**src/sv/cvs_pkg.sv**
```systemverilog
// Shared constants and types for the chunked voxel store.
`default_nettype none
package cvs_pkg;

    localparam int TABLE_SLOTS = 16;
    localparam int SL_W        = $clog2(TABLE_SLOTS);
    localparam int CNT_W       = $clog2(TABLE_SLOTS + 1);
    localparam int CHUNK_EDGE  = 16;
    localparam int CE_LOG      = $clog2(CHUNK_EDGE);
    localparam int KEY_W       = 32 - CE_LOG;
    localparam int LOC_W       = 3 * CE_LOG;
    localparam int VA_W        = SL_W + LOC_W;
    localparam int VOX_DEPTH   = 1 << VA_W;
    localparam int BLK_W       = 3;

    // A new key is refused once occupancy plus one reaches three quarters.
    localparam logic [CNT_W:0] LOAD_LIMIT = (CNT_W + 1)'((3 * TABLE_SLOTS + 3) / 4);

    localparam logic [BLK_W-1:0] MAX_BLOCK = 3'd5;
    localparam logic [BLK_W-1:0] BLK_AIR   = 3'd0;

    localparam logic [1:0] MODE_SET    = 2'd0;
    localparam logic [1:0] MODE_GET    = 2'd1;
    localparam logic [1:0] MODE_UNLOAD = 2'd2;

    localparam logic [1:0] ST_OK     = 2'd0;
    localparam logic [1:0] ST_ABSENT = 2'd1;
    localparam logic [1:0] ST_BADBLK = 2'd2;
    localparam logic [1:0] ST_FULL   = 2'd3;

    localparam logic [31:0] FNV_BASIS = 32'd2166136261;
    localparam logic [31:0] FNV_PRIME = 32'd16777619;
    localparam logic [31:0] MIX_MULT  = 32'h2c1b3c6d;

    typedef struct packed {
        logic [KEY_W-1:0] kx;
        logic [KEY_W-1:0] ky;
        logic [KEY_W-1:0] kz;
        logic [SL_W-1:0]  buf_idx;
    } t_slot;

endpackage
`default_nettype wire

```
**src/sv/cvs_hash.sv**
```systemverilog
// Iterative FNV-1a hash with avalanche, one multiply per cycle.
`default_nettype none
module cvs_hash (
    input  wire logic        i_clk,
    input  wire logic        i_rst_n,
    input  wire logic        i_start,
    input  wire logic [31:0] i_key_x,
    input  wire logic [31:0] i_key_y,
    input  wire logic [31:0] i_key_z,
    output logic             o_done,
    output logic [31:0]      o_hash
);
    import cvs_pkg::*;

    localparam logic [2:0] HS_IDLE = 3'd0;
    localparam logic [2:0] HS_X    = 3'd1;
    localparam logic [2:0] HS_Y    = 3'd2;
    localparam logic [2:0] HS_Z    = 3'd3;
    localparam logic [2:0] HS_MIX  = 3'd4;
    localparam logic [2:0] HS_FIN  = 3'd5;

    logic [2:0]  r_step;
    logic        r_done;
    logic [31:0] r_h, r_x, r_y, r_z;

    always_ff @(posedge i_clk) begin
        if (!i_rst_n) begin
            r_step <= HS_IDLE;
            r_done <= 1'b0;
        end else begin
            r_done <= 1'b0;
            case (r_step)
                HS_IDLE: begin
                    if (i_start) begin
                        r_h    <= FNV_BASIS;
                        r_x    <= i_key_x;
                        r_y    <= i_key_y;
                        r_z    <= i_key_z;
                        r_step <= HS_X;
                    end
                end
                HS_X: begin
                    r_h    <= (r_h ^ r_x) * FNV_PRIME;
                    r_step <= HS_Y;
                end
                HS_Y: begin
                    r_h    <= (r_h ^ r_y) * FNV_PRIME;
                    r_step <= HS_Z;
                end
                HS_Z: begin
                    r_h    <= (r_h ^ r_z) * FNV_PRIME;
                    r_step <= HS_MIX;
                end
                HS_MIX: begin
                    r_h    <= (r_h ^ (r_h >> 15)) * MIX_MULT;
                    r_step <= HS_FIN;
                end
                HS_FIN: begin
                    r_h    <= r_h ^ (r_h >> 12);
                    r_done <= 1'b1;
                    r_step <= HS_IDLE;
                end
                default: r_step <= HS_IDLE;
            endcase
        end
    end

    assign o_done = r_done;
    assign o_hash = r_h;

endmodule
`default_nettype wire

```
**config.mk**
```make
export PLATFORM = sky130hd
export DESIGN_NAME = cvs_hash
export DESIGN_NICKNAME = d
export VERILOG_FILES = /design/src/sv/cvs_pkg.sv /design/src/sv/cvs_hash.sv
export SDC_FILE = /design/constraint.sdc
export NUM_CORES = 2
export LEC_CHECK = 0
export ABC_AREA = 1
export ABC_CLOCK_PERIOD_IN_PS = 6000
export BUFFER_PORTS_ARGS = -buffer_cell sky130_fd_sc_hd__clkbuf_2
export CORE_UTILIZATION = 59
export DETAILED_ROUTE_END_ITERATION = 6
export PLACE_DENSITY = 0.8
export SETUP_SLACK_MARGIN = 0.5
export SLEW_MARGIN = 20
export SYNTH_ARGS = -nofsm -noshare
export SYNTH_HDL_FRONTEND = slang
export SYNTH_SLANG_ARGS = --single-unit
```
**constraint.sdc**
```tcl
create_clock -name i_clk -period 6 [get_ports i_clk]
set_input_delay 0.6 -clock i_clk [delete_from_list [all_inputs] [get_ports i_clk]]
set_output_delay 0.6 -clock i_clk [all_outputs]
set_load 0.01 [all_outputs]
```
==> results.toml <==
[layout]
area_growth_pct = 24.6
multiInputGateArea_um2 = 27900
ff_latch_area_um2 = 3920
fillers = 3914
final_cells = 5359
finalNetCount = 5844
final_layout_size_suffix_gt1_frac = 0.226

[setup_path]
critPathKind = "register to register"
r2r_setup_slack_ps = -400
arrival_ps = 6620
crit_path_start_kind = "register"
end_kind = "register"
r2r_cells = 26
timing.critical_path.required_ps = 6220
worstPathMaxFanout = 3

[die]
initial_core_util = 0.599
die_width_um = 241
ios = 132
dieHeight_um = 241
dieArea_um2 = 58300
rows = 87
coreArea_um2 = 56500

[timing]
rsz0062_at_grt = "true"
worst_pin_slew_ps = 1040
setup_tns_ps = -5170
skew_ps = 16.0
setup_viol = 20
post-route-min-period_ps = 6400
worst_slack_ps = -401
maxSlewViolCount = 0
worst_slew_margin_rel = 0.305
fin_crit_sh = 1.07
fmax_mhz = 156
hold_violations = 0

[synthesis]
synth-edff-count = 128
yosysSeqAreaShare = 0.116
yosys.area_share.xor_xnor = 0.0491
synth_top_family_by_area = "adder cells"
ys_seq_elements = 132
synth_adder_area_share = 0.517
synth_ff_type = "edfxtp_1"
yosysWarnings = 0
syn_area_um2 = 33800
syn_area_per_cell_um2 = 8.48
ys_async_sr_fraction = 0
netlist_instances = 3988
ys_types = 54
synth-compound-area-share = 0.0711
muxShareOfSynthArea = 0
synth_simple_gate_area_frac = 0.119
syn-num-nets = 5243

[drt]
wl_mm = 116
dr.first_iter.drc_count = 2428
avgRoutedWirePerCell_um = 21.7
first_pass_iters = 5
antenna_left = 0
drcViolationCount = 0
post_drt_via_cell_ratio = 5.56
vias = 29800

[place]
dpl.hpwl_mm = 96.6
portBuffers = 131
dp_cells = 5275
routabilityCongestion = 1.02
dpl_worst_slack_ps = -605

[clock_tree]
cts_tree = "built"
root_buffer = "clkbuf_16"
path_clk_slew_ps = 80
clock_tree.buffer_depth = 2
ctsHtreeMaxLevel = 4
cts_buffers = 17
clk_latency_ps = 500
clkSinkCount = 132

[status]
violations = "setup timing"
status = "complete, but fails checks"

[global_route]
antenna_found_initial = 2
overflow = 0
grt_pass1_vias = 30700
grt_pass1_wl_mm = 172
grt_max_degree = 50
groute.usage.overall = 0.403

[job]
cap_violations = 0

[worst_hold_path]
hp-class = "input pin to register"
hold_depth = 1
==> state kept, by name, summed over array words and instances (netlist names) <==
register,count
r_x,32
r_y,32
r_step,3
o_done,1
o_hash,32
r_z,32
==> routing by layer <==
metal,part of all wire,vias up,wire length (um),track usage
met4,0.073,2,8510,0.262
met1,0.39,14300,45000,0.500
li1,-,13800,-,-
met3,0.082,397,9560,0.0703
met5,0.00011,-,13,0
met2,0.46,1306,53200,0.648
==> cell families after synthesis <==
family / count (synthesis)
AO/OA/AOI/OAI: 437
XOR/XNOR: 184
adder cells (fa/ha/maj): 1156
buffers and inverters: 1129
flip-flops: 132
AND/OR/NAND/NOR: 950
==> cell usage after synthesis (all sizes together) (2+ instances only) <==
| library cell | n | area, um2 |
|---|---|---|
| a211oi | 3 | 22.5 |
| inv | 1084 | 4070 |
| nor4 | 3 | 18.8 |
| dfxtp | 4 | 80.1 |
| or2 | 18 | 113 |
| fa | 404 | 8090 |
| nor3 | 29 | 155 |
| nand2 | 515 | 1940 |
| o211ai | 6 | 45.0 |
| o2111ai | 5 | 43.8 |
| xnor2 | 43 | 377 |
| edfxtp | 128 | 3840 |
| nand3b | 16 | 120 |
| and3 | 2 | 12.5 |
| o21a | 2 | 15.0 |
| a22oi | 4 | 30.0 |
| a21o | 15 | 113 |
| a31oi | 14 | 87.6 |
| ha | 752 | 9410 |
| buf | 20 | 141 |
| o21ai | 152 | 764 |
| xor2 | 141 | 1280 |
| a21boi | 4 | 30.0 |
| o21bai | 19 | 143 |
| o22ai | 4 | 25.0 |
| nand4 | 35 | 219 |
| and2 | 5 | 32.5 |
| nand3 | 146 | 731 |
| a31o | 3 | 26.3 |
| o2111a | 2 | 22.5 |
| a21oi | 200 | 1000 |
| nor2 | 180 | 686 |
| clkbuf | 24 | 90.1 |
==> path summary, 6_finish.rpt <==
check | startpoint | to
setup / recovery | o_hash[15] | o_hash[23]
hold / removal | i_key_y[16] | r_y[16]
setup reg to reg | o_hash[15] | o_hash[23]
hold reg to reg | r_step[0] | r_step[0]
==> cell usage in the layout, fill, tap and decap left out, drive strengths merged, types with 29 or more instances in the layout <==
cell type	count
nor2	180
clkbuf	149
ha	752
xor2	141
edfxtp	128
buf	495
a21oi	200
xnor2	43
nand2	515
nand4	35
nor3	29
inv	1090
o21ai	152
fa	404
nand3	146
==> critical path, stage by stage (launching register included) <==
cell and delay [ps]:
edfxtp_1 400, buf_6 150, xnor2_4 160, inv_2 80
buf_4 140, buf_12 120, buf_4 130, ha_4 270
ha_2 280, fa_2 540, fa_2 440, fa_1 500
fa_1 430, fa_1 530, inv_1 60, fa_1 500
inv_2 50, ha_4 300, nand2_4 80, nor2_4 140
inv_4 60, nor2_4 150, nand4_1 210, nand3_2 140
nand2_1 70, nand3_2 90, nand4_1 100
==> per-stage QoR <==
stage	util	hold slack (ps)	instance area, um2
6_report	0.746	263	42100
5_1_grt	0.746	261	42100
4_1_cts	0.724	244	40900
3_5_place_dp	0.700	470	39600
3_3_place_gp	0.700	469	39600
2_1_floorplan	-	445	34900
==> what timing repair did <==
item / CTS / global route
setup buffers: 23 / 28
pin swaps: 68 / 118
hold buffers: 0 / 0
gates resized for setup: 121 / 229
setup endpoints to repair: 24 / 25
==> layout make-up <==
type / count / share of cell area
sequential: 132 / 0.0931
tap: 756 / 0.0224
antenna: 1 / 0.0000594
clock inverter: 14 / 0.00389
timing repair buffer: 626 / 0.110
clock buffer: 18 / 0.0104
inverter: 1085 / 0.0969
multi-input combinational: 2727 / 0.663
Power is left out: the tool's default activity adds up to more than one toggle a clock period on the data nets, which glitch-free logic cannot reach.
